===== src/rtl/core/id_coalescing_tx_queue_macros.svh =====
// ----------------------------------------------------------------------------
// id_coalescing_tx_queue_macros
// assertion helpers used by the coalescing transmit queue
// ----------------------------------------------------------------------------
`ifndef ID_COALESCING_TX_QUEUE_MACROS_SVH
`define ID_COALESCING_TX_QUEUE_MACROS_SVH

// same-cycle implication, disabled while reset is asserted
`define ICQ_ASSERT_IMPL(label, clk, rst_n, ante, cons, msg) \
    label: assert property (@(posedge clk) disable iff (!rst_n) (ante) |-> (cons)) \
        else $error(msg);

// next-cycle implication, disabled while reset is asserted
`define ICQ_ASSERT_NEXT(label, clk, rst_n, ante, cons, msg) \
    label: assert property (@(posedge clk) disable iff (!rst_n) (ante) |=> (cons)) \
        else $error(msg);

`endif


===== src/rtl/core/icq_pkg.sv =====
// ----------------------------------------------------------------------------
// icq_pkg
// types, codes and widths of the coalescing transmit queue
// ----------------------------------------------------------------------------
`timescale 1ns / 1ps

package icq_pkg;

    localparam int DEFAULT_QUEUE_DEPTH = 16;
    localparam int MAX_POPS            = 16;

    localparam int ID_W     = 29;
    localparam int LEN_W    = 4;
    localparam int DATA_W   = 64;
    localparam int AMOUNT_W = 16;
    localparam int FREE_W   = 7;
    localparam int FIELD_W  = 5;

    localparam int S_TDATA_W = 120;
    localparam int M_TDATA_W = 112;

    // result kinds
    localparam logic [1:0] KIND_ENQ_STATUS = 2'd0;
    localparam logic [1:0] KIND_FRAME      = 2'd1;
    localparam logic [1:0] KIND_SUMMARY    = 2'd2;

    // enqueue status codes
    localparam logic [1:0] STATUS_APPENDED = 2'd0;
    localparam logic [1:0] STATUS_REPLACED = 2'd1;
    localparam logic [1:0] STATUS_REJECTED = 2'd2;

    // command codes
    localparam logic CMD_ENQUEUE = 1'b0;
    localparam logic CMD_DRAIN   = 1'b1;

    typedef struct packed {
        logic [ID_W-1:0]   id;
        logic [LEN_W-1:0]  frame_len;
        logic [DATA_W-1:0] data;
    } icq_entry_t;

    typedef struct packed {
        logic                cmd;
        logic [ID_W-1:0]     frame_id;
        logic [LEN_W-1:0]    frame_length;
        logic [DATA_W-1:0]   frame_data;
        logic [AMOUNT_W-1:0] drain_amount;
        logic [FREE_W-1:0]   fifo_free;
    } icq_item_t;

    typedef struct packed {
        logic [1:0]         result_kind;
        logic [1:0]         enqueue_status;
        logic [ID_W-1:0]    out_id;
        logic [LEN_W-1:0]   out_length;
        logic [DATA_W-1:0]  out_data;
        logic [FIELD_W-1:0] processed;
        logic [FIELD_W-1:0] occupancy;
        logic               drain_pending;
        logic               last;
    } icq_result_t;

endpackage


===== src/rtl/core/icq_entry_ram.sv =====
// ----------------------------------------------------------------------------
// icq_entry_ram
// queue entry storage, one write and one registered read port
// ----------------------------------------------------------------------------
`timescale 1ns / 1ps

module icq_entry_ram #(
    parameter int DEPTH  = icq_pkg::DEFAULT_QUEUE_DEPTH,
    parameter int ADDR_W = $clog2(icq_pkg::DEFAULT_QUEUE_DEPTH)
) (
    input  logic               clk,
    input  logic               wr_en,
    input  logic [ADDR_W-1:0]  wr_addr,
    input  icq_pkg::icq_entry_t wr_data,
    input  logic               rd_en,
    input  logic [ADDR_W-1:0]  rd_addr,
    output icq_pkg::icq_entry_t rd_data
);
    import icq_pkg::*;

    icq_entry_t mem [DEPTH];
    icq_entry_t rd_data_reg;

    always_ff @(posedge clk)
    begin
        if (wr_en)
        begin
            mem[wr_addr] <= wr_data;
        end
    end

    // read data holds while rd_en is low
    always_ff @(posedge clk)
    begin
        if (rd_en)
        begin
            rd_data_reg <= mem[rd_addr];
        end
    end

    assign rd_data = rd_data_reg;

endmodule


===== src/rtl/core/icq_ctrl.sv =====
// ----------------------------------------------------------------------------
// icq_ctrl
// sequencer: identifier search, append, drain and result register
// ----------------------------------------------------------------------------
`timescale 1ns / 1ps
`include "id_coalescing_tx_queue_macros.svh"

module icq_ctrl #(
    parameter int QUEUE_DEPTH = icq_pkg::DEFAULT_QUEUE_DEPTH,
    parameter int PTR_W       = $clog2(icq_pkg::DEFAULT_QUEUE_DEPTH)
) (
    input  logic                 clk,
    input  logic                 rst_n,
    input  logic                 in_valid,
    output logic                 in_ready,
    input  icq_pkg::icq_item_t   in_item,
    output logic                 out_valid,
    input  logic                 out_ready,
    output icq_pkg::icq_result_t out_result,
    output logic                 ram_wr_en,
    output logic [PTR_W-1:0]     ram_wr_addr,
    output icq_pkg::icq_entry_t  ram_wr_data,
    output logic                 ram_rd_en,
    output logic [PTR_W-1:0]     ram_rd_addr,
    input  icq_pkg::icq_entry_t  ram_rd_data
);
    import icq_pkg::*;

    localparam int CNT_W = $clog2(QUEUE_DEPTH + 1);
    localparam logic [PTR_W-1:0] PTR_LAST = PTR_W'(QUEUE_DEPTH - 1);
    localparam logic [CNT_W-1:0] CNT_FULL = CNT_W'(QUEUE_DEPTH);

    typedef enum logic [2:0] {
        ST_IDLE,
        ST_SEARCH,
        ST_DECIDE,
        ST_ENQ_RESULT,
        ST_POP,
        ST_SUMMARY
    } state_t;

    function automatic logic [PTR_W-1:0] ptr_inc(input logic [PTR_W-1:0] p);
        return (p == PTR_LAST) ? '0 : p + 1'b1;
    endfunction

    state_t             state_reg, state_next;
    logic [PTR_W-1:0]   wr_ptr_reg, wr_ptr_next;
    logic [PTR_W-1:0]   rd_ptr_reg, rd_ptr_next;
    logic [CNT_W-1:0]   occ_reg, occ_next;
    logic               flag_reg, flag_next;
    icq_entry_t         frame_reg, frame_next;
    logic [PTR_W-1:0]   search_idx_reg, search_idx_next;
    logic [CNT_W-1:0]   search_off_reg, search_off_next;
    logic [1:0]         status_reg, status_next;
    logic [CNT_W-1:0]   pops_left_reg, pops_left_next;
    logic [CNT_W-1:0]   done_reg, done_next;
    logic               out_valid_reg, out_valid_next;
    icq_result_t        out_reg, out_next;

    logic               slot_free;
    logic [CNT_W-1:0]   off_inc;
    logic [PTR_W-1:0]   search_idx_inc;
    logic [PTR_W-1:0]   rd_ptr_inc;
    logic [AMOUNT_W-1:0] occ_ext;
    logic [AMOUNT_W-1:0] free_ext;
    logic [AMOUNT_W-1:0] lim_amount;
    logic [AMOUNT_W-1:0] lim_free;
    logic [AMOUNT_W-1:0] lim_cap;
    logic [CNT_W-1:0]   drain_limit;
    logic [CNT_W+FIELD_W-1:0] occ_wide;
    logic [CNT_W+FIELD_W-1:0] done_wide;
    logic [FIELD_W-1:0] occ_field;
    logic [FIELD_W-1:0] done_field;

    assign slot_free      = !out_valid_reg || out_ready;
    assign off_inc        = search_off_reg + 1'b1;
    assign search_idx_inc = ptr_inc(search_idx_reg);
    assign rd_ptr_inc     = ptr_inc(rd_ptr_reg);

    // drain size: requested amount, queued count, downstream space, result cap
    assign occ_ext    = AMOUNT_W'(occ_reg);
    assign free_ext   = AMOUNT_W'(in_item.fifo_free);
    assign lim_amount = (in_item.drain_amount != '0 && in_item.drain_amount < occ_ext) ?
                        in_item.drain_amount : occ_ext;
    assign lim_free   = (free_ext < lim_amount) ? free_ext : lim_amount;
    assign lim_cap    = (AMOUNT_W'(MAX_POPS) < lim_free) ? AMOUNT_W'(MAX_POPS) : lim_free;
    assign drain_limit = lim_cap[CNT_W-1:0];

    // reported counts keep their low bits
    assign occ_wide   = {{FIELD_W{1'b0}}, occ_reg};
    assign done_wide  = {{FIELD_W{1'b0}}, done_reg};
    assign occ_field  = occ_wide[FIELD_W-1:0];
    assign done_field = done_wide[FIELD_W-1:0];

    always_comb
    begin
        state_next      = state_reg;
        wr_ptr_next     = wr_ptr_reg;
        rd_ptr_next     = rd_ptr_reg;
        occ_next        = occ_reg;
        flag_next       = flag_reg;
        frame_next      = frame_reg;
        search_idx_next = search_idx_reg;
        search_off_next = search_off_reg;
        status_next     = status_reg;
        pops_left_next  = pops_left_reg;
        done_next       = done_reg;
        out_valid_next  = out_valid_reg && !out_ready;
        out_next        = out_reg;
        ram_wr_en       = 1'b0;
        ram_wr_addr     = wr_ptr_reg;
        ram_wr_data     = frame_reg;
        ram_rd_en       = 1'b0;
        ram_rd_addr     = rd_ptr_reg;

        unique case (state_reg)
            ST_IDLE:
            begin
                if (in_valid)
                begin
                    frame_next.id        = in_item.frame_id;
                    frame_next.frame_len = in_item.frame_length;
                    frame_next.data      = in_item.frame_data;
                    if (in_item.cmd == CMD_ENQUEUE)
                    begin
                        if (occ_reg == '0)
                        begin
                            state_next = ST_DECIDE;
                        end
                        else
                        begin
                            ram_rd_en       = 1'b1;
                            ram_rd_addr     = rd_ptr_reg;
                            search_idx_next = rd_ptr_reg;
                            search_off_next = '0;
                            state_next      = ST_SEARCH;
                        end
                    end
                    else
                    begin
                        // counts settle now so every result of the drain reports them
                        occ_next       = occ_reg - drain_limit;
                        flag_next      = (occ_reg != drain_limit);
                        pops_left_next = drain_limit;
                        done_next      = '0;
                        if (drain_limit != '0)
                        begin
                            ram_rd_en   = 1'b1;
                            ram_rd_addr = rd_ptr_reg;
                            state_next  = ST_POP;
                        end
                        else
                        begin
                            state_next = ST_SUMMARY;
                        end
                    end
                end
            end

            ST_SEARCH:
            begin
                // ram_rd_data holds the entry at search_idx_reg
                if (ram_rd_data.id == frame_reg.id)
                begin
                    ram_wr_en   = 1'b1;
                    ram_wr_addr = search_idx_reg;
                    flag_next   = 1'b1;
                    status_next = STATUS_REPLACED;
                    state_next  = ST_ENQ_RESULT;
                end
                else if (off_inc < occ_reg)
                begin
                    ram_rd_en       = 1'b1;
                    ram_rd_addr     = search_idx_inc;
                    search_idx_next = search_idx_inc;
                    search_off_next = off_inc;
                end
                else
                begin
                    state_next = ST_DECIDE;
                end
            end

            ST_DECIDE:
            begin
                if (occ_reg == CNT_FULL)
                begin
                    status_next = STATUS_REJECTED;
                end
                else
                begin
                    ram_wr_en   = 1'b1;
                    ram_wr_addr = wr_ptr_reg;
                    wr_ptr_next = ptr_inc(wr_ptr_reg);
                    occ_next    = occ_reg + 1'b1;
                    flag_next   = 1'b1;
                    status_next = STATUS_APPENDED;
                end
                state_next = ST_ENQ_RESULT;
            end

            ST_ENQ_RESULT:
            begin
                if (slot_free)
                begin
                    out_valid_next          = 1'b1;
                    out_next                = '0;
                    out_next.result_kind    = KIND_ENQ_STATUS;
                    out_next.enqueue_status = status_reg;
                    out_next.occupancy      = occ_field;
                    out_next.drain_pending  = flag_reg;
                    out_next.last           = 1'b1;
                    state_next              = ST_IDLE;
                end
            end

            ST_POP:
            begin
                if (slot_free)
                begin
                    out_valid_next         = 1'b1;
                    out_next               = '0;
                    out_next.result_kind   = KIND_FRAME;
                    out_next.out_id        = ram_rd_data.id;
                    out_next.out_length    = ram_rd_data.frame_len;
                    out_next.out_data      = ram_rd_data.data;
                    out_next.occupancy     = occ_field;
                    out_next.drain_pending = flag_reg;
                    rd_ptr_next            = rd_ptr_inc;
                    done_next              = done_reg + 1'b1;
                    pops_left_next         = pops_left_reg - 1'b1;
                    if (pops_left_reg != CNT_W'(1))
                    begin
                        ram_rd_en   = 1'b1;
                        ram_rd_addr = rd_ptr_inc;
                    end
                    else
                    begin
                        state_next = ST_SUMMARY;
                    end
                end
            end

            ST_SUMMARY:
            begin
                if (slot_free)
                begin
                    out_valid_next         = 1'b1;
                    out_next               = '0;
                    out_next.result_kind   = KIND_SUMMARY;
                    out_next.processed     = done_field;
                    out_next.occupancy     = occ_field;
                    out_next.drain_pending = flag_reg;
                    out_next.last          = 1'b1;
                    state_next             = ST_IDLE;
                end
            end

            default:
            begin
                state_next = ST_IDLE;
            end
        endcase
    end

    always_ff @(posedge clk or negedge rst_n)
    begin
        if (!rst_n)
        begin
            state_reg      <= ST_IDLE;
            wr_ptr_reg     <= '0;
            rd_ptr_reg     <= '0;
            occ_reg        <= '0;
            flag_reg       <= 1'b0;
            out_valid_reg  <= 1'b0;
            search_off_reg <= '0;
            pops_left_reg  <= '0;
            done_reg       <= '0;
        end
        else
        begin
            state_reg      <= state_next;
            wr_ptr_reg     <= wr_ptr_next;
            rd_ptr_reg     <= rd_ptr_next;
            occ_reg        <= occ_next;
            flag_reg       <= flag_next;
            out_valid_reg  <= out_valid_next;
            search_off_reg <= search_off_next;
            pops_left_reg  <= pops_left_next;
            done_reg       <= done_next;
        end
    end

    always_ff @(posedge clk)
    begin
        frame_reg      <= frame_next;
        search_idx_reg <= search_idx_next;
        status_reg     <= status_next;
        out_reg        <= out_next;
    end

    assign in_ready   = (state_reg == ST_IDLE);
    assign out_valid  = out_valid_reg;
    assign out_result = out_reg;

    `ICQ_ASSERT_NEXT(a_accept_leaves_idle, clk, rst_n, in_valid && in_ready, state_reg != ST_IDLE, "accepted transaction did not start")
    `ICQ_ASSERT_IMPL(a_occ_bound, clk, rst_n, 1'b1, occ_reg <= CNT_FULL, "occupancy above queue depth")
    `ICQ_ASSERT_IMPL(a_empty_ptrs, clk, rst_n, state_reg == ST_IDLE && occ_reg == '0, wr_ptr_reg == rd_ptr_reg, "empty queue with split pointers")
    `ICQ_ASSERT_IMPL(a_empty_no_pending, clk, rst_n, occ_reg == '0, !flag_reg, "drain pending on empty queue")
    `ICQ_ASSERT_IMPL(a_pop_nonzero, clk, rst_n, state_reg == ST_POP, pops_left_reg != '0, "pop state with no pops left")

endmodule


===== src/rtl/core/id_coalescing_tx_queue.sv =====
// Coalescing CAN transmit queue.
// Slave channel (s_*) takes one command per transaction: s_tuser selects enqueue
// or drain, s_tdata carries the frame and the drain limits. Master channel (m_*)
// returns the results: an enqueue gives one status transaction, a drain gives
// one transaction per popped frame followed by a summary; m_tlast marks the
// final result of a command and m_tuser gives the result kind.
// Commands are handled one at a time. An enqueue walks the queued entries
// through the entry memory, one read a cycle, oldest first: its status is
// registered after the walk, which ends early on a match. In a drain, each
// pop is one memory read. s_tready is high only between commands. The result
// register lets the next command be taken while the last result still waits.
// A stalled m_tready holds the sequencer at its next result; nothing is
// dropped. Reset empties the queue (pointers and count to zero) at once;
// entry contents are not cleared and need no clearing pass.
// ----------------------------------------------------------------------------
// id_coalescing_tx_queue
// transmit queue keeping the newest frame per identifier
// ----------------------------------------------------------------------------
`timescale 1ns / 1ps

module id_coalescing_tx_queue #(
    parameter int QUEUE_DEPTH = icq_pkg::DEFAULT_QUEUE_DEPTH
) (
    input  logic                           clk,
    input  logic                           rst_n,
    input  logic                           s_tvalid,
    output logic                           s_tready,
    // frame_id, frame_length, frame_data, drain_amount, fifo_free
    input  logic [icq_pkg::S_TDATA_W-1:0]  s_tdata,
    // cmd
    input  logic [0:0]                     s_tuser,
    output logic                           m_tvalid,
    input  logic                           m_tready,
    // enqueue_status, out_id, out_length, out_data, processed, occupancy,
    // drain_pending, zero pad
    output logic [icq_pkg::M_TDATA_W-1:0]  m_tdata,
    // result_kind
    output logic [1:0]                     m_tuser,
    output logic                           m_tlast
);
    import icq_pkg::*;

    localparam int PTR_W = $clog2(QUEUE_DEPTH);

    icq_item_t         item;
    icq_result_t       result;
    logic              ram_wr_en;
    logic [PTR_W-1:0]  ram_wr_addr;
    icq_entry_t        ram_wr_data;
    logic              ram_rd_en;
    logic [PTR_W-1:0]  ram_rd_addr;
    icq_entry_t        ram_rd_data;

    assign item.cmd          = s_tuser[0];
    assign item.frame_id     = s_tdata[28:0];
    assign item.frame_length = s_tdata[32:29];
    assign item.frame_data   = s_tdata[96:33];
    assign item.drain_amount = s_tdata[112:97];
    assign item.fifo_free    = s_tdata[119:113];

    assign m_tdata = {2'b00,
                      result.drain_pending,
                      result.occupancy,
                      result.processed,
                      result.out_data,
                      result.out_length,
                      result.out_id,
                      result.enqueue_status};
    assign m_tuser = result.result_kind;
    assign m_tlast = result.last;

    icq_entry_ram #(
        .DEPTH  (QUEUE_DEPTH),
        .ADDR_W (PTR_W)
    ) u_ram (
        .clk     (clk),
        .wr_en   (ram_wr_en),
        .wr_addr (ram_wr_addr),
        .wr_data (ram_wr_data),
        .rd_en   (ram_rd_en),
        .rd_addr (ram_rd_addr),
        .rd_data (ram_rd_data)
    );

    icq_ctrl #(
        .QUEUE_DEPTH (QUEUE_DEPTH),
        .PTR_W       (PTR_W)
    ) u_ctrl (
        .clk         (clk),
        .rst_n       (rst_n),
        .in_valid    (s_tvalid),
        .in_ready    (s_tready),
        .in_item     (item),
        .out_valid   (m_tvalid),
        .out_ready   (m_tready),
        .out_result  (result),
        .ram_wr_en   (ram_wr_en),
        .ram_wr_addr (ram_wr_addr),
        .ram_wr_data (ram_wr_data),
        .ram_rd_en   (ram_rd_en),
        .ram_rd_addr (ram_rd_addr),
        .ram_rd_data (ram_rd_data)
    );

endmodule


===== config.mk =====
export PLATFORM = sky130hd
export DESIGN_NAME = id_coalescing_tx_queue
export DESIGN_NICKNAME = d
export VERILOG_FILES = /design/src/rtl/core/icq_pkg.sv /design/src/rtl/core/icq_entry_ram.sv /design/src/rtl/core/icq_ctrl.sv /design/src/rtl/core/id_coalescing_tx_queue.sv
export VERILOG_INCLUDE_DIRS = /design/src /design/src/rtl/core
export SDC_FILE = /design/constraint.sdc
export NUM_CORES = 2
export LEC_CHECK = 0
export BUFFER_PORTS_ARGS = -buffer_cell sky130_fd_sc_hd__buf_4
export CAP_MARGIN = 40
export CORE_MARGIN = 2
export CORE_UTILIZATION = 55
export DETAILED_ROUTE_END_ITERATION = 16
export HOLD_SLACK_MARGIN = 0.05
export PLACE_DENSITY = 0.72
export SLEW_MARGIN = 10
export SYNTH_ARGS = -nofsm -noshare
export SYNTH_HDL_FRONTEND = slang
export SYNTH_SLANG_ARGS = --single-unit

===== constraint.sdc =====
create_clock -name clk -period 9.43 [get_ports clk]
set_input_delay 0.4715 -clock clk [delete_from_list [all_inputs] [get_ports clk]]
set_output_delay 0.4715 -clock clk [all_outputs]
set_load 0.005 [all_outputs]

### Word-level counts from Yosys, hierarchy flattened

Memories as Yosys holds them, arrays and structs flattened. A register that Yosys moved wholly into a read port is not among the register bits.
Index checks and enable logic that the tools add are counted.

| cells by class | value |
|---|---|
| add/sub/neg operators | 8 |
| $mul | 0 |
| divide/modulo/power cells | 0 |
| magnitude comparators | 4 |
| equality and inequality tests | 26 |
| shift-type cells | 0 |
| mux-type cells | 75 |
| bitwise operators | 1 |
| reductions and logical operators | 27 |

Operator list:

| operator | count |
|---|---|
| $mux W113 | 3 |
| $pmux W113 S3 | 1 |
| $mux W5 | 15 |
| $mux W4 | 14 |
| $pmux W5 S2 | 4 |
| $mux W16 | 2 |
| $eq A29 B29 Y1 | 1 |
| $mux W3 | 7 |
| $mux W1 | 19 |
| $lt A16 B5 Y1 | 1 |
| $lt A5 B16 Y1 const A | 1 |
| $lt A7 B16 Y1 | 1 |
| $pmux W4 S2 | 2 |
| $reduce_bool A16 Y1 | 1 |
| $add A5 B1 Y5 const B | 3 |
| $pmux W3 S5 | 1 |
| $ne A2 B1 Y1 const B | 7 |
| $add A4 B1 Y4 const B | 3 |
| $eq A4 B4 Y1 const B | 3 |
| $ne A2 B2 Y1 const B | 6 |
| $reduce_and A4 Y1 | 3 |
| $reduce_and A5 Y1 | 2 |
| $reduce_and A2 Y1 | 4 |
| $reduce_bool A2 Y1 | 4 |
| 25 further kinds | 33 |

| word-level totals | value |
|---|---|
| register bits | 249 |
| latch bits | 0 |
| bits in writable memories | 1552 |
| ROM bits | 0 |
| bits of input ports | 125 |
| memories | 1 |

Memory list:

| name | words | bits a word | read ports | clocked after memory_dff | write ports | line | RTL |
|---|---|---|---|---|---|---|---|
| u_ram.mem | 16 | 97 | 1 | 1 | 1 | icq_entry_ram.sv:21 | `icq_entry_t mem [DEPTH];` |

### Longest topological paths before layout

| logic depth | value |
|---|---|
| depth after elaboration | 12 |
| depth in mapped cells | 25 |
| gate-level depth less buffers | 25 |

### Hierarchy

A second synthesis with hierarchy kept.

| second synthesis, totals | value |
|---|---|
| cells, all modules | 3234 |
| area total of the unflattened synthesis | 71421.0 um2 |

Modules (own cells, without submodules):

| module | times used | cells each | area each (um2) |
|---|---|---|---|
| icq_entry_ram | 1 | 2484 | 60838.3 |
| icq_ctrl | 1 | 747 | 10563.9 |
| id_coalescing_tx_queue | 1 | 3 | 18.8 |

### Least setup slack after synthesis

OpenSTA, ideal clock, no wires.

| timing path | value |
|---|---|
| path kind | reg2reg |
| from | reg u_ctrl.frame_reg, in the netlist u_ctrl.ram_wr_data[71] |
| to | mem u_ram.mem[15][0] in the netlist's numbering, enable pin |
| library setup time | 0.671 ns |
| data arrival time | 8.518 ns |
| required time | 8.759 ns |
| path slack | 0.241 ns |
| stages on the path, launching flop included | 9 |
| path buffers | 0 |
| period minus slack after synthesis | 9.189 ns |
| cell sequence | edfxtp_1 -> xnor2_1 -> nand4_1 -> nor4_2 -> nand3_1 -> nor2_1 -> a21o_1 -> a32oi_1 -> nor3_1 |

| between the ends | value |
|---|---|
| cells in the longest elaborated chain, start to end | 5 |
| elaborated cells on any way between the ends | 7 |
| classes of those cells | eq/ne (1); mux (6) |

Ends and longest elaborated chain:

| item | line | RTL |
|---|---|---|
| start, declared | icq_ctrl.sv:51 | `icq_entry_t frame_reg, frame_next;` |
| start signal, assigned | icq_ctrl.sv:296 | `frame_reg <= frame_next;` |
| $eq A29 B29 Y1 * | icq_ctrl.sv:163 | `if (ram_rd_data.id == frame_reg.id)` |
| $mux W1 | icq_ctrl.sv:163 |  |
| $pmux W1 S2 | icq_ctrl.sv:116 | `unique case (state_reg)` |
| $mux W1 | icq_entry_ram.sv:26 | `if (wr_en)` |
| $mux W1 (not written as such) | icq_entry_ram.sv:28 | `mem[wr_addr] <= wr_data;` |
| end, declared | icq_entry_ram.sv:21 |  |

Mark *: on every way between the ends. The rest lies on a longest branch, timed or not.

### Final worst setup path

| timing path | value |
|---|---|
| from | reg u_ctrl.state_reg[1] |
| to | reg, netlist name u_ram.rd_data[71] |

| between the ends | value |
|---|---|
| cells in the longest elaborated chain, start to end | 2 |
| elaborated cells on any way between the ends | 5 |
| classes of those cells | eq/ne (2); mux (2); reduce/logical (1) |

Ends and longest elaborated chain:

| item | line | RTL |
|---|---|---|
| start, declared | icq_ctrl.sv:46 | `state_t state_reg, state_next;` |
| start signal, assigned | icq_ctrl.sv:282 | `state_reg <= state_next;` |
| $eq A3 B3 Y1, or another cell as far along | icq_ctrl.sv:116 |  |
| $pmux W1 S3 / $pmux W4 S2 (equally long branches) | icq_ctrl.sv:116 |  |

Several ways; a longest one is shown, not always the timed one.
A chain may end at the register's enable or synchronous reset.

==> out/metrics.yaml <==
hold_slack_ns: 0.157
power_switching_mw: 11.5
postCtsSetupBuffers: 0
tightest_slew_ns: 1.40
final_max_slew_viol_count: 0
syn_area_per_cell_um2: 16.1
htree_levels: 4
reg2reg_depth: 12
yosysTopAreaCell: "edfxtp_1"
cap_violations: 0
dieArea_um2: 135000
layout-drive-gt1-share_pct: 12.1
core.rowCount: 133
path_buf_inv: 3
worstPathCellList: "nor2_2, nand2_2, clkinv_2, nor3b_2, and2_1, a221oi_4, buf_4, nand2_1, nor2_4, buf_4, nand3_1, and3_1"
drc_errors: 0
drt-pass1-iter-count: 6
seq_power_share_pct: 38.1
peakVddDrop_uv: 597
routed-via-count: 41700
syn_area_um2: 72800
cp_data_arrival_time_ns: 6.87
pwr-share-comb_pct: 39.8
io_buffer_count: 239
synth_top_area_share_pct: 77.0
fin_setup_tns_ns: 0
startpoint_type: "register"
hp-class: "in -> reg"
cp_slowest_cell: "dfrtp_1"
intPower_mw: 19.5
io_pins: 242
clock-skew-final_ns: 0.0277
area_growth_pct: 14.5
antenna_left: 0
p_per_area_nw_per_um2: 372
setup_viol: 0
synth_cells: 4519
r2r_setup_slack_ns: 3.13
cts_resized: 0
grt_max_degree: 184
seq_area_frac_synth_pct: 78.1
yosys-top-cells-count: "edfxtp_1, nand2_1, mux2i_1, a21oi_1, clkbuf_1"
fmax_mhz: 159
clkTransAtPathRegs_ns: 0.06
insertion_delay_ns: 0.82
dp_hpwl_mm: 90.8
pre_cts_ws_ns: 3.17
cts-root-buf: "clkbuf_16"
critPathKind: "reg -> reg"
cp_common_cell: "buf_4"
timing.final.hold_violations: 0
final_util_pct: 63.4
yosys_warnings: 0
grt_pass1_wl_mm: 263
start_util_pct: 55.4
crit_fanout: 50
viasPerCell: 6.16
ys_types: 65
async_flop_share_pct: 1.74
die_w_um: 368
crit_required_ns: 9.99
fp.dieH_um: 368
synth_area_leaders: "edfxtp_1, nand2_1, mux2i_1, a21oi_1, a32o_1"
cp-end-kind: "register"
antenna_found_initial: 2
routabilityCongestion: 0.796
rsz0062_at_grt: "no"
r2r-start: "u_ctrl.state_reg[1]"
grt_overflow_total: 0
critPathTopFamily: "simple AND/OR/NAND/NOR gates"
synth-seq-cells: 1898
drt-total-wl_mm: 179
cts_tree: "done"
drtIter0Drc: 5297
largest_reg_flops: 1552
p_leak_nw: 28.5
outcome: "completed"
drt-wirelength-per-cell_um: 26.4
grt_use_total_pct: 26.2
clock_power_share_pct: 22.1
core_area_um2: 131000
switching_share_pct: 37.2
post-route-period-util_pct: 66.8
period_needed_ns: 6.30
cts_buffer_depth: 3
synth.most_common_cell: "edfxtp_1"
synth_edf_count: 1865
nets: 5020
synth_ff_type: "edfxtp_1"
crit_path_max_incr_delay_ns: 0.78
hold_path_end: "u_ctrl.state_reg[0]"
regMostFlops: "u_ram.mem"
worstHoldPathCells: 4
fill_cells: 9201
r2r-end: "u_ram.rd_data[71]"
finalPower_mw: 31.0
setup_slack_ns: 3.13
cts_made_buffers: 182
relSlewSlack_pct: 6.38
hp-start: "s_tuser"
clkSinkCount: 1898
grt_pass1_vias: 40500
-- kinds of logic (layout without fill, tap and decap cells) --
group           Yosys count  after routing  share of synthesized area (%)
fa+ha+maj                28             28                          0.492
xor+xnor                 39             39                          0.469
other cells               2              7                         0.0103
compound gates          697            697                           7.22
mux                     303            303                           4.18
simple gates           1272           1272                           7.70
buf+inv                 280            767                           1.84
flops                  1898           1898                           78.1
-- stage by stage --
step	area (µm²)	cells
final	83300	6766
after CTS	83300	6763
after global placement	76300	6319
after global routing	83300	6763
after detailed placement	76700	6337
after floorplan	72800	4521
-- cell type report --
class	count	area, µm²	share of cell area [%]
Multi-Input combinational cell	2343	14800	17.8
Tap cell	1755	2200	2.64
Timing Repair Buffer	421	3820	4.58
Antenna cell	3	7.51	0.00901
Clock inverter	92	666	0.799
Sequential cell	1898	56800	68.2
Clock buffer	233	4870	5.85
Inverter	21	80.1	0.0961
-- power by group through the flow --
stage / Combinational [mW] / Clock (mW) / Sequential (mW)
global placement: 11.7 / 0 / 11.9
detailed placement: 12.2 / 0 / 11.9
CTS: 12.3 / 6.94 / 11.8
finish: 12.3 / 6.86 / 11.8
floorplan: 8.42 / 0 / 11.7
global route: 13.2 / 7.26 / 11.9
-- cell usage in the layout, fill, tap and decap left out, types with 9 or more instances in the layout --
master         synthesis  layout
buf_12                 0      18
clkinv_1               1      42
dlygate4sd3_1          0     101
buf_4                 12     292
and2_1               111     109
mux2i_1              297     297
and3_1               100      98
a32oi_1               98      98
nor3_1                20      16
nand3_1              113     113
ha_1                  27      27
nor2_4                 0      18
o21ai_0               32      32
dfrtp_1               33      33
inv_1                 17      17
nor2_1                54      36
edfxtp_1            1865    1865
a221oi_1              98      98
a21oi_1              223     223
nand4_1               12      12
clkbuf_16              0     188
nand2_1              833     833
a32o_1                99      99
clkinv_2               0      30
buf_16                 0       9
clkbuf_1             117      45
xnor2_1               36      36
a31oi_1                9       9
a22o_1                99      99
-- worst max-delay path by stage --
stage                     depth (start not counted)                   start  slack (ns)                   to
final                                            12     u_ctrl.state_reg[1]        3.13    u_ram.rd_data[71]
after global routing                             22     u_ctrl.occ_field[1]        2.78  u_ctrl.occ_field[4]
after CTS                                        12     u_ctrl.state_reg[1]        3.17    u_ram.rd_data[71]
after detailed placement                         12     u_ctrl.state_reg[1]        3.17     u_ram.rd_data[7]
after floorplan                                   8  u_ctrl.ram_wr_data[71]        0.24     u_ram.mem[15][0]
after global placement                           11     u_ctrl.state_reg[1]        3.07     u_ram.rd_data[9]
-- routing by layer --
metal  wire length [µm]  GRT usage [%]  part of all wire (%)  vias up
met5                 13              0                0.0073        -
met1              72300           37.3                    40    21100
met3              16300           4.53                   9.1      298
met4               4290           7.75                   2.4        2
li1                   -              -                     -    18200
met2              86000           41.8                    48     2125
-- worst min-delay path: cells and delay by family --
kind                   cells  cell delay, ns
AO/OA/AOI/OAI              1            0.18
AND/OR/NAND/NOR            2            0.10
buffers and inverters      1            0.15
-- what timing repair did --
action,in CTS,in global routing
endpoints found under the setup margin,0,0
endpoints found under the hold margin,132,0
hold buffers,101,0
No activity file was read; power rests on OpenSTA's default activity.
